File: src/rtl/core/prqt_pkg.sv
// Package for the per-link receive quality tracker.
// Shared types, register indexes and constants; no dependencies.
package prqt_pkg;

	localparam int NUM_RECEIVERS = 8;
	localparam int RID_W = (NUM_RECEIVERS > 1) ? $clog2(NUM_RECEIVERS) : 1;
	localparam int AVG_FRAC_BITS = 4;
	localparam int CFG_IDX_W = 2;

	typedef enum logic [CFG_IDX_W-1:0] {
		REG_EMA_ALPHA = 2'd0,
		REG_MAX_SEQ_GAP = 2'd1,
		REG_ACTIVE_RX = 2'd2,
		REG_NONE = 2'd3
	} cfg_reg_t;

	typedef struct packed {
		logic [7:0] receiver_id;
		logic crc_ok;
		logic self_type;
		logic [11:0] mac_seq;
		logic [11:0] body_len;
		logic phy_ok;
		logic [7:0] rssi_a;
		logic [7:0] rssi_b;
		logic signed [7:0] snr_a;
		logic signed [7:0] snr_b;
		logic signed [7:0] evm_a;
		logic signed [7:0] evm_b;
	} in_item_t;

	typedef struct packed {
		logic bad_receiver;
		logic self_diverted;
		logic [31:0] expected_count;
		logic [31:0] received_count;
		logic [31:0] crc_fail_count;
		logic [11:0] rssi_avg;
		logic signed [11:0] snr_avg;
		logic signed [11:0] evm_avg;
	} out_item_t;

	// classified transaction handed from front to back
	typedef struct packed {
		logic bad;
		logic self_frm;
		logic [RID_W-1:0] rid;
		in_item_t item;
	} cmd_t;

	typedef struct packed {
		logic [7:0] ema_alpha;
		logic [10:0] max_seq_gap;
	} cfg_t;

	function automatic logic [31:0] sat_inc32(input logic [31:0] a, input logic [31:0] b);
		logic [32:0] s;
		s = {1'b0, a} + {1'b0, b};
		return s[32] ? 32'hFFFF_FFFF : s[31:0];
	endfunction

	// one EMA step on a 12-bit slot; sgn selects signed range
	function automatic logic [11:0] ema_fold(input logic [11:0] old, input logic first,
		input logic sgn, input logic signed [9:0] v, input logic [7:0] alpha);
		logic signed [13:0] s;
		logic signed [13:0] o;
		logic signed [24:0] acc;
		logic signed [16:0] r;
		s = 14'(v) <<< AVG_FRAC_BITS;
		o = sgn ? 14'(signed'(old)) : {2'b00, old};
		acc = 25'(o) * 25'(signed'({1'b0, 9'd256 - {1'b0, alpha}}))
			+ 25'(s) * 25'(signed'({1'b0, alpha})) + 25'sd128;
		r = first ? 17'(s) : 17'(acc >>> 8);
		if (sgn) begin
			if (r < -17'sd2048) return 12'h800;
			if (r > 17'sd2047) return 12'h7FF;
		end else begin
			if (r < 0) return 12'h000;
			if (r > 17'sd4095) return 12'hFFF;
		end
		return r[11:0];
	endfunction

endpackage

File: src/rtl/core/per_link_rx_quality_tracker.sv
// Top level: per-link receive quality tracker with config registers.
// Depends on prqt_pkg, prqt_front, prqt_back.
// Path from an accepted report to result valid: queue, record snapshot, output reg.
// The back end takes a new report from the queue only after the previous one has retired its record read-modify-write.
// Reset: async active low clears all counters, marks, averages and queue.
module per_link_rx_quality_tracker (
	input logic clk,
	input logic arst_n,
	input logic in_valid,
	output logic in_stall,
	input prqt_pkg::in_item_t in_data,
	output logic out_valid,
	input logic out_stall,
	output prqt_pkg::out_item_t out_data,
	input logic cfg_valid,
	output logic cfg_ready,
	input logic [1:0] cfg_index,
	input logic [31:0] cfg_data
);
	import prqt_pkg::*;

	cfg_t cfg_q;
	logic [3:0] act_q;
	logic cmd_valid, cmd_pop;
	cmd_t cmd;

	assign cfg_ready = 1'b1;

	always_ff @(posedge clk or negedge arst_n) begin
		if (!arst_n) begin
			cfg_q.ema_alpha <= 8'd26;
			cfg_q.max_seq_gap <= 11'd512;
			act_q <= 4'd4;
		end else if (cfg_valid) begin
			unique case (cfg_reg_t'(cfg_index))
				REG_EMA_ALPHA: cfg_q.ema_alpha <= cfg_data[7:0];
				REG_MAX_SEQ_GAP: cfg_q.max_seq_gap <= cfg_data[10:0];
				REG_ACTIVE_RX: act_q <= cfg_data[3:0];
				default: ;
			endcase
		end
	end

	prqt_front u_front (
		.clk, .arst_n, .active_receivers(act_q),
		.in_valid, .in_stall, .in_data,
		.cmd_valid, .cmd_pop, .cmd
	);

	prqt_back u_back (
		.clk, .arst_n, .cfg(cfg_q),
		.cmd_valid, .cmd_pop, .cmd,
		.out_valid, .out_stall, .out_data
	);
endmodule

File: src/rtl/core/prqt_front.sv
// Front end: accepts reports, checks receiver range, classifies, queues.
// Depends on prqt_pkg.
module prqt_front (
	input logic clk,
	input logic arst_n,
	input logic [3:0] active_receivers,
	input logic in_valid,
	output logic in_stall,
	input prqt_pkg::in_item_t in_data,
	output logic cmd_valid,
	input logic cmd_pop,
	output prqt_pkg::cmd_t cmd
);
	import prqt_pkg::*;

	cmd_t q_q [2];
	logic [1:0] cnt_q;
	logic rd_q, wr_q;
	logic push, lim_ok;
	cmd_t c;

	assign in_stall = (cnt_q == 2'd2);
	assign push = in_valid && !in_stall;
	assign lim_ok = ({4'd0, in_data.receiver_id} < 12'(active_receivers))
		&& ({4'd0, in_data.receiver_id} < 12'(NUM_RECEIVERS));

	always_comb begin
		c.bad = !lim_ok;
		c.self_frm = in_data.crc_ok && in_data.self_type;
		c.rid = in_data.receiver_id[RID_W-1:0];
		c.item = in_data;
	end

	assign cmd_valid = (cnt_q != 2'd0);
	assign cmd = q_q[rd_q];

	always_ff @(posedge clk or negedge arst_n) begin
		if (!arst_n) begin
			cnt_q <= '0;
			rd_q <= 1'b0;
			wr_q <= 1'b0;
		end else begin
			if (push) wr_q <= !wr_q;
			if (cmd_pop) rd_q <= !rd_q;
			cnt_q <= cnt_q + 2'(push) - 2'(cmd_pop);
		end
	end

	always_ff @(posedge clk) begin
		if (push) q_q[wr_q] <= c;
	end

	assert property (@(posedge clk) disable iff (!arst_n) cnt_q <= 2'd2)
		else $error("queue overflow");
	assert property (@(posedge clk) disable iff (!arst_n)
		(push && !cmd_pop) |=> cnt_q == $past(cnt_q) + 2'd1)
		else $error("push lost");
	assert property (@(posedge clk) disable iff (!arst_n) cmd_pop |-> cmd_valid)
		else $error("pop of empty queue");
endmodule

File: src/rtl/core/prqt_back.sv
// Back end: read-modify-write of the per-receiver record.
// Depends on prqt_pkg.
module prqt_back (
	input logic clk,
	input logic arst_n,
	input prqt_pkg::cfg_t cfg,
	input logic cmd_valid,
	output logic cmd_pop,
	input prqt_pkg::cmd_t cmd,
	output logic out_valid,
	input logic out_stall,
	output prqt_pkg::out_item_t out_data
);
	import prqt_pkg::*;

	logic [31:0] frame_q [NUM_RECEIVERS];
	logic [39:0] byte_q [NUM_RECEIVERS];
	logic [31:0] crc_q [NUM_RECEIVERS];
	logic [31:0] self_q [NUM_RECEIVERS];
	logic [31:0] exp_q [NUM_RECEIVERS];
	logic [31:0] rcv_q [NUM_RECEIVERS];
	logic [11:0] mark_q [NUM_RECEIVERS];
	logic [NUM_RECEIVERS-1:0] mark_v_q;
	logic [11:0] rf_q [NUM_RECEIVERS][6];
	logic [NUM_RECEIVERS-1:0] rf_v_q;
	logic [11:0] evm_q [NUM_RECEIVERS][3];
	logic [2:0] evm_v_q [NUM_RECEIVERS];
	logic [31:0] bad_cnt_q;

	// stage 1 holds the transaction and the record snapshot
	logic busy_s1;
	cmd_t c_s1;
	logic [31:0] exp_s1, rcv_s1, crc_s1;
	logic [11:0] mark_s1;
	logic mark_v_s1, rf_v_s1;
	logic [2:0] evm_v_s1;
	logic [11:0] rf_s1 [6];
	logic [11:0] evm_s1 [3];

	logic out_full_q;
	out_item_t out_q;
	logic done;

	assign done = busy_s1 && (!out_full_q || !out_stall);
	assign cmd_pop = cmd_valid && !busy_s1;
	assign out_valid = out_full_q;
	assign out_data = out_q;

	always_ff @(posedge clk or negedge arst_n) begin
		if (!arst_n) begin
			busy_s1 <= 1'b0;
			out_full_q <= 1'b0;
		end else begin
			if (cmd_pop) busy_s1 <= 1'b1;
			else if (done) busy_s1 <= 1'b0;
			if (done) out_full_q <= 1'b1;
			else if (!out_stall) out_full_q <= 1'b0;
		end
	end

	always_ff @(posedge clk) begin
		if (cmd_pop) begin
			c_s1 <= cmd;
			exp_s1 <= exp_q[cmd.rid];
			rcv_s1 <= rcv_q[cmd.rid];
			crc_s1 <= crc_q[cmd.rid];
			mark_s1 <= mark_q[cmd.rid];
			mark_v_s1 <= mark_v_q[cmd.rid];
			rf_v_s1 <= rf_v_q[cmd.rid];
			evm_v_s1 <= evm_v_q[cmd.rid];
			rf_s1 <= rf_q[cmd.rid];
			evm_s1 <= evm_q[cmd.rid];
		end
	end

	// update logic
	logic [11:0] adv;
	logic [31:0] exp_add, exp_n, rcv_n, crc_n;
	logic upd_mark;
	logic [7:0] rmax;
	logic signed [7:0] smax, ebest;
	logic oka, okb, okbest;
	logic [11:0] rf_n [6];
	logic [11:0] evm_n [3];
	logic signed [9:0] rf_in [6];
	logic clean;

	always_comb begin
		clean = !c_s1.bad && !c_s1.self_frm && c_s1.item.crc_ok;
		adv = c_s1.item.mac_seq - mark_s1;
		upd_mark = 1'b0;
		exp_add = 32'd1;
		if (mark_v_s1) begin
			if (adv == 12'd0) exp_add = 32'd1;
			else if (!adv[11]) begin
				exp_add = ({1'b0, adv[10:0]} > {1'b0, cfg.max_seq_gap}) ? 32'd1 : 32'(adv);
				upd_mark = 1'b1;
			end else exp_add = 32'd0;
		end else upd_mark = 1'b1;
		exp_n = clean ? sat_inc32(exp_s1, exp_add) : exp_s1;
		rcv_n = clean ? sat_inc32(rcv_s1, 32'd1) : rcv_s1;
		crc_n = (!c_s1.bad && !c_s1.item.crc_ok) ? sat_inc32(crc_s1, 32'd1) : crc_s1;

		rmax = (c_s1.item.rssi_a > c_s1.item.rssi_b) ? c_s1.item.rssi_a : c_s1.item.rssi_b;
		smax = (c_s1.item.snr_a > c_s1.item.snr_b) ? c_s1.item.snr_a : c_s1.item.snr_b;
		rf_in[0] = 10'({2'b00, rmax});
		rf_in[1] = 10'({2'b00, c_s1.item.rssi_a});
		rf_in[2] = 10'({2'b00, c_s1.item.rssi_b});
		rf_in[3] = 10'(smax);
		rf_in[4] = 10'(c_s1.item.snr_a);
		rf_in[5] = 10'(c_s1.item.snr_b);
		for (int k = 0; k < 6; k++) begin
			rf_n[k] = (clean && c_s1.item.phy_ok)
				? ema_fold(rf_s1[k], !rf_v_s1, k >= 3, rf_in[k], cfg.ema_alpha) : rf_s1[k];
		end

		oka = c_s1.item.evm_a != 8'sd0 && c_s1.item.evm_a != -8'sd128;
		okb = c_s1.item.evm_b != 8'sd0 && c_s1.item.evm_b != -8'sd128;
		ebest = (oka && okb) ? ((c_s1.item.evm_a < c_s1.item.evm_b) ? c_s1.item.evm_a
			: c_s1.item.evm_b) : (oka ? c_s1.item.evm_a : c_s1.item.evm_b);
		okbest = ebest != 8'sd0 && ebest != -8'sd128;
		evm_n[0] = (clean && oka) ? ema_fold(evm_s1[0], !evm_v_s1[0], 1'b1,
			10'(c_s1.item.evm_a), cfg.ema_alpha) : evm_s1[0];
		evm_n[1] = (clean && okb) ? ema_fold(evm_s1[1], !evm_v_s1[1], 1'b1,
			10'(c_s1.item.evm_b), cfg.ema_alpha) : evm_s1[1];
		evm_n[2] = (clean && okbest) ? ema_fold(evm_s1[2], !evm_v_s1[2], 1'b1,
			10'(ebest), cfg.ema_alpha) : evm_s1[2];
	end

	always_ff @(posedge clk or negedge arst_n) begin
		if (!arst_n) begin
			for (int i = 0; i < NUM_RECEIVERS; i++) begin
				frame_q[i] <= '0; byte_q[i] <= '0; crc_q[i] <= '0; self_q[i] <= '0;
				exp_q[i] <= '0; rcv_q[i] <= '0; mark_q[i] <= '0; evm_v_q[i] <= '0;
				for (int k = 0; k < 6; k++) rf_q[i][k] <= '0;
				for (int k = 0; k < 3; k++) evm_q[i][k] <= '0;
			end
			mark_v_q <= '0;
			rf_v_q <= '0;
			bad_cnt_q <= '0;
		end else if (done) begin
			if (c_s1.bad) begin
				bad_cnt_q <= sat_inc32(bad_cnt_q, 32'd1);
			end else if (c_s1.self_frm) begin
				self_q[c_s1.rid] <= sat_inc32(self_q[c_s1.rid], 32'd1);
			end else begin
				frame_q[c_s1.rid] <= sat_inc32(frame_q[c_s1.rid], 32'd1);
				byte_q[c_s1.rid] <= ({1'b0, byte_q[c_s1.rid]} + 41'(c_s1.item.body_len)
					> 41'hFF_FFFF_FFFF) ? 40'hFF_FFFF_FFFF
					: byte_q[c_s1.rid] + 40'(c_s1.item.body_len);
				crc_q[c_s1.rid] <= crc_n;
				exp_q[c_s1.rid] <= exp_n;
				rcv_q[c_s1.rid] <= rcv_n;
				if (clean) begin
					if (upd_mark) mark_q[c_s1.rid] <= c_s1.item.mac_seq;
					mark_v_q[c_s1.rid] <= 1'b1;
					if (c_s1.item.phy_ok) rf_v_q[c_s1.rid] <= 1'b1;
					evm_v_q[c_s1.rid] <= evm_v_s1 | {okbest, okb, oka};
				end
				rf_q[c_s1.rid] <= rf_n;
				evm_q[c_s1.rid] <= evm_n;
			end
		end
	end

	always_ff @(posedge clk) begin
		if (done) begin
			out_q.bad_receiver <= c_s1.bad;
			out_q.self_diverted <= !c_s1.bad && c_s1.self_frm;
			out_q.expected_count <= c_s1.bad ? '0 : exp_n;
			out_q.received_count <= c_s1.bad ? '0 : rcv_n;
			out_q.crc_fail_count <= c_s1.bad ? '0 : crc_n;
			out_q.rssi_avg <= c_s1.bad ? '0 : rf_n[0];
			out_q.snr_avg <= c_s1.bad ? '0 : rf_n[3];
			out_q.evm_avg <= c_s1.bad ? '0 : evm_n[2];
		end
	end

	assert property (@(posedge clk) disable iff (!arst_n) done |-> busy_s1)
		else $error("retire without transaction");
	assert property (@(posedge clk) disable iff (!arst_n)
		(out_full_q && out_stall) |=> $stable(out_q))
		else $error("stalled result changed");
	assert property (@(posedge clk) disable iff (!arst_n)
		(busy_s1 && c_s1.bad) |-> !clean)
		else $error("bad receiver touched record");
endmodule
File: config.mk
export PLATFORM = sky130hd
export DESIGN_NAME = per_link_rx_quality_tracker
export DESIGN_NICKNAME = d
export VERILOG_FILES = /design/src/rtl/core/prqt_pkg.sv /design/src/rtl/core/per_link_rx_quality_tracker.sv /design/src/rtl/core/prqt_front.sv /design/src/rtl/core/prqt_back.sv
export SDC_FILE = /design/constraint.sdc
export NUM_CORES = 2
export LEC_CHECK = 0
export ABC_CLOCK_PERIOD_IN_PS = 17050
export BUFFER_PORTS_ARGS = -buffer_cell sky130_fd_sc_hd__clkbuf_2
export CAP_MARGIN = 30
export CORE_AREA = 8 8 423 425
export CTS_BUF_LIST = sky130_fd_sc_hd__clkbuf_4 sky130_fd_sc_hd__clkbuf_8
export CTS_CLUSTER_DIAMETER = 50
export CTS_CLUSTER_SIZE = 12
export DETAILED_ROUTE_END_ITERATION = 10
export DIE_AREA = 0 0 431 433
export HOLD_SLACK_MARGIN = 0.12
export PLACE_DENSITY = 0.76
export SYNTH_ARGS = -nofsm -noshare
export SYNTH_HDL_FRONTEND = slang
export SYNTH_SLANG_ARGS = --single-unit
File: constraint.sdc
create_clock -name clk -period 17.05 [get_ports clk]
set_clock_uncertainty 0.1 [all_clocks]
set_input_delay 0.8525 -clock clk [delete_from_list [all_inputs] [get_ports clk]]
set_output_delay 0.8525 -clock clk [all_outputs]
set_load 0.1 [all_outputs]
==> impl_results.md <==
- RSZ-0062 raised after global routing: false
- Commonest non-fill, non-tap cell in the layout: nand2_1
- Worst Path Required: 17.72 ns
- Slowest stage cell, crit path: o32a_1
- Vias per Instance: 5.70
- DRT Pass-1 Iters: 8
- CP Max Fanout: 24
- Die Area: 0.187 mm²
- FF-to-FF setup slack: 5.32 ns
- GR Overflow Total: 0
- Total GRT Usage: 0.259
- Core footprint: 0.172 mm²
- Vias: 71.8k
- DRC violations left: 0
- Cell area after synthesis: 0.0940 mm²
- Clk root buf: clkbuf_8
- Post-synthesis sequential area ratio: 0.475
- Post-CTS Setup Inserts: 0
- CP top delay family: adder cells
- Post-synth top flop: dfrtp_1
- Max-cap violations: 0
- Ports: 259
- DRT antenna net count: 0
- Clock Tree Buf Depth: 3
- Least-Margin Pin Slew: 1.22 ns
- Drt first-iter violations: 6752
- Avg Cell Area, Syn: 9.28 µm²
- Status: finished, final reports clean
- Nets: 11.0k
- Most frequent CP cell: ha_1
- Clock Sinks: 1687
- Global-route wire length before repair: 392000 µm
- Final min period: 11.73 ns
- Clock slew at reported path FFs: 0.08 ns
- CTS HTree Levels: 4
- Final Hold Vio Count: 0
- Largest net degree at the start of global routing: 222
- Post-synth net total: 11.0k
- Fmax: 85.2 MHz
- Die extent in x: 431 µm
- Synth warn: 0
- Site Rows: 153
- Starting density of the core: 0.545
- Fin crit share: 0.688
- Hold buffer count at CTS: 82
- Final WL: 244000 µm
- Port bufs: 224
- Most frequent cells in the layout: nand2_1 (2692), dfrtp_1 (1199), o21ai_0 (1194)
- Startpoint types: flip-flop
- Placer Congestion: 0.889
- Critical path class: reg2reg
- Total negative slack: 0 ns
- Worst min-delay path class: in2reg
- Setup violators final: 0
- Die Span Y: 433 µm
- DP Wirelength: 153000 µm
- Mapped Cells: 10.1k
- Clk Latency, worst-skew pair: 0.98 ns
- Share of layout cells above drive strength 1: 0.0910
- Drt wl/cell: 19.3 µm
- Crit end category: flip-flop
- CTS tree: done
- Antenna violations before repair: 5
- # resized after CTS: 0
- Number of flops mapped to enable cells by yosys: 482
- FF+latch count, synth: 1687
- Cts bufs inserted: 174
- Vias in the first global route: 72.8k
- Slew Limit Fails: 0
- Yosys cell types: 93
- Worst path bufs/invs: 6
- Synth-to-Final Area Change: 8.30%
- Slowest Stage Delay on Critical Path: 0.62 ns
- WP data arrival: 12.40 ns
- Worst slew margin: 0.189
- Ys async rst share: 0.714
==> final cells by class <==
cell class / instances / area, µm²
multi-input cells: 7219 / 45000
clock buffers: 277 / 3210
well taps: 2325 / 2910
flip-flops and latches: 1687 / 44600
fillers: 14391 / 70700
diodes: 3 / 7.51
inverters: 610 / 2300
clock inverters: 45 / 523
repair buffers: 432 / 3260
==> registers in the layout (all words and copies together) (netlist names), 67 cells and up <==
| register | cells |
|---|---|
| u_back.c_s1 | 67 |
| u_back.crc_q | 256 |
| u_back.evm_q | 96 |
| u_back.exp_q | 256 |
| u_back.mark_q | 96 |
| u_back.out_data | 134 |
| u_back.rcv_q | 256 |
| u_back.rf_q | 192 |
| u_front.q_q | 134 |
==> per-layer routing <==
layer,routed length (µm),GRT usage,vias up,part of all wire
met1,97800,0.324,35422,0.40
met3,14300,0.0352,521,0.059
met5,13,0,-,0.000053
met4,10700,0.119,2,0.044
met2,121000,0.448,2351,0.50
li1,-,-,33487,-
==> final timing paths <==
kind | endpoint | from | cells past startpoint
setup / recovery | u_back.out_data[8]$_SDFFCE_PP0P_ | cfg_q[12]$_DFFE_PN1P_ | 37
hold / removal | u_front.wr_q$_DFFE_PN0P_ | in_valid | 3
setup reg to reg | u_back.out_data[8]$_SDFFCE_PP0P_ | cfg_q[12]$_DFFE_PN1P_ | 37
hold reg to reg | u_back.rf_v_q[1]$_DFFE_PN0P_ | u_back.rf_v_q[1]$_DFFE_PN0P_ | 1
max in group asynchronous | u_back.evm_q[79]$_DFFE_PN0P_ | arst_n | 6
min in group asynchronous | u_back.rcv_q[72]$_DFFE_PN0P_ | arst_n | 2
==> cell families (layout without fill, tap and decap cells) <==
logic type	count (synthesis)	count (layout)	share of synthesized area
compound gates	1663	1663	0.0982
xor+xnor	208	208	0.0194
fa+ha+maj	785	785	0.134
buf+inv	1226	1364	0.0493
flops	1687	1687	0.475
mux	225	225	0.0266
other cells	1	4	0.0000399
simple gates	4337	4337	0.198
==> cell usage after synthesis, types with 51 or more instances <==
cell type,n,area share
a21o_1,51,0.0041
a21oi_1,116,0.0062
and2_1,212,0.014
clkbuf_1,571,0.023
dfrtp_1,1200,0.32
edfxtp_1,482,0.15
fa_1,369,0.079
ha_1,416,0.055
inv_1,608,0.024
mux2_2,198,0.024
nand2_1,2698,0.11
nand3_1,806,0.043
nor2_1,328,0.013
nor2b_1,84,0.0056
o21ai_0,1194,0.064
o21ai_1,60,0.0032
xnor2_1,152,0.014
xor2_1,56,0.0052
==> metrics by stage <==
step,cells,hold WS (ns),util,instance area (µm²),setup WS [ns]
floorplan,10132,0.324,-,94000,5.67
global placement,12165,0.339,0.561,96800,5.33
detailed placement,12182,0.344,0.562,97000,5.55
CTS,12586,0.124,0.589,102000,5.49
global route,12598,0.201,0.590,102000,4.85
finish,12598,0.220,0.590,102000,5.32
==> worst min-delay path, cell delays in order <==
cell	delay, ns
clkbuf_2	0.09
nand2_1	0.15
xnor2_1	0.09
Power is not shown: default switching activity piles up to over one toggle a cycle in this logic, so the estimate is an artifact.
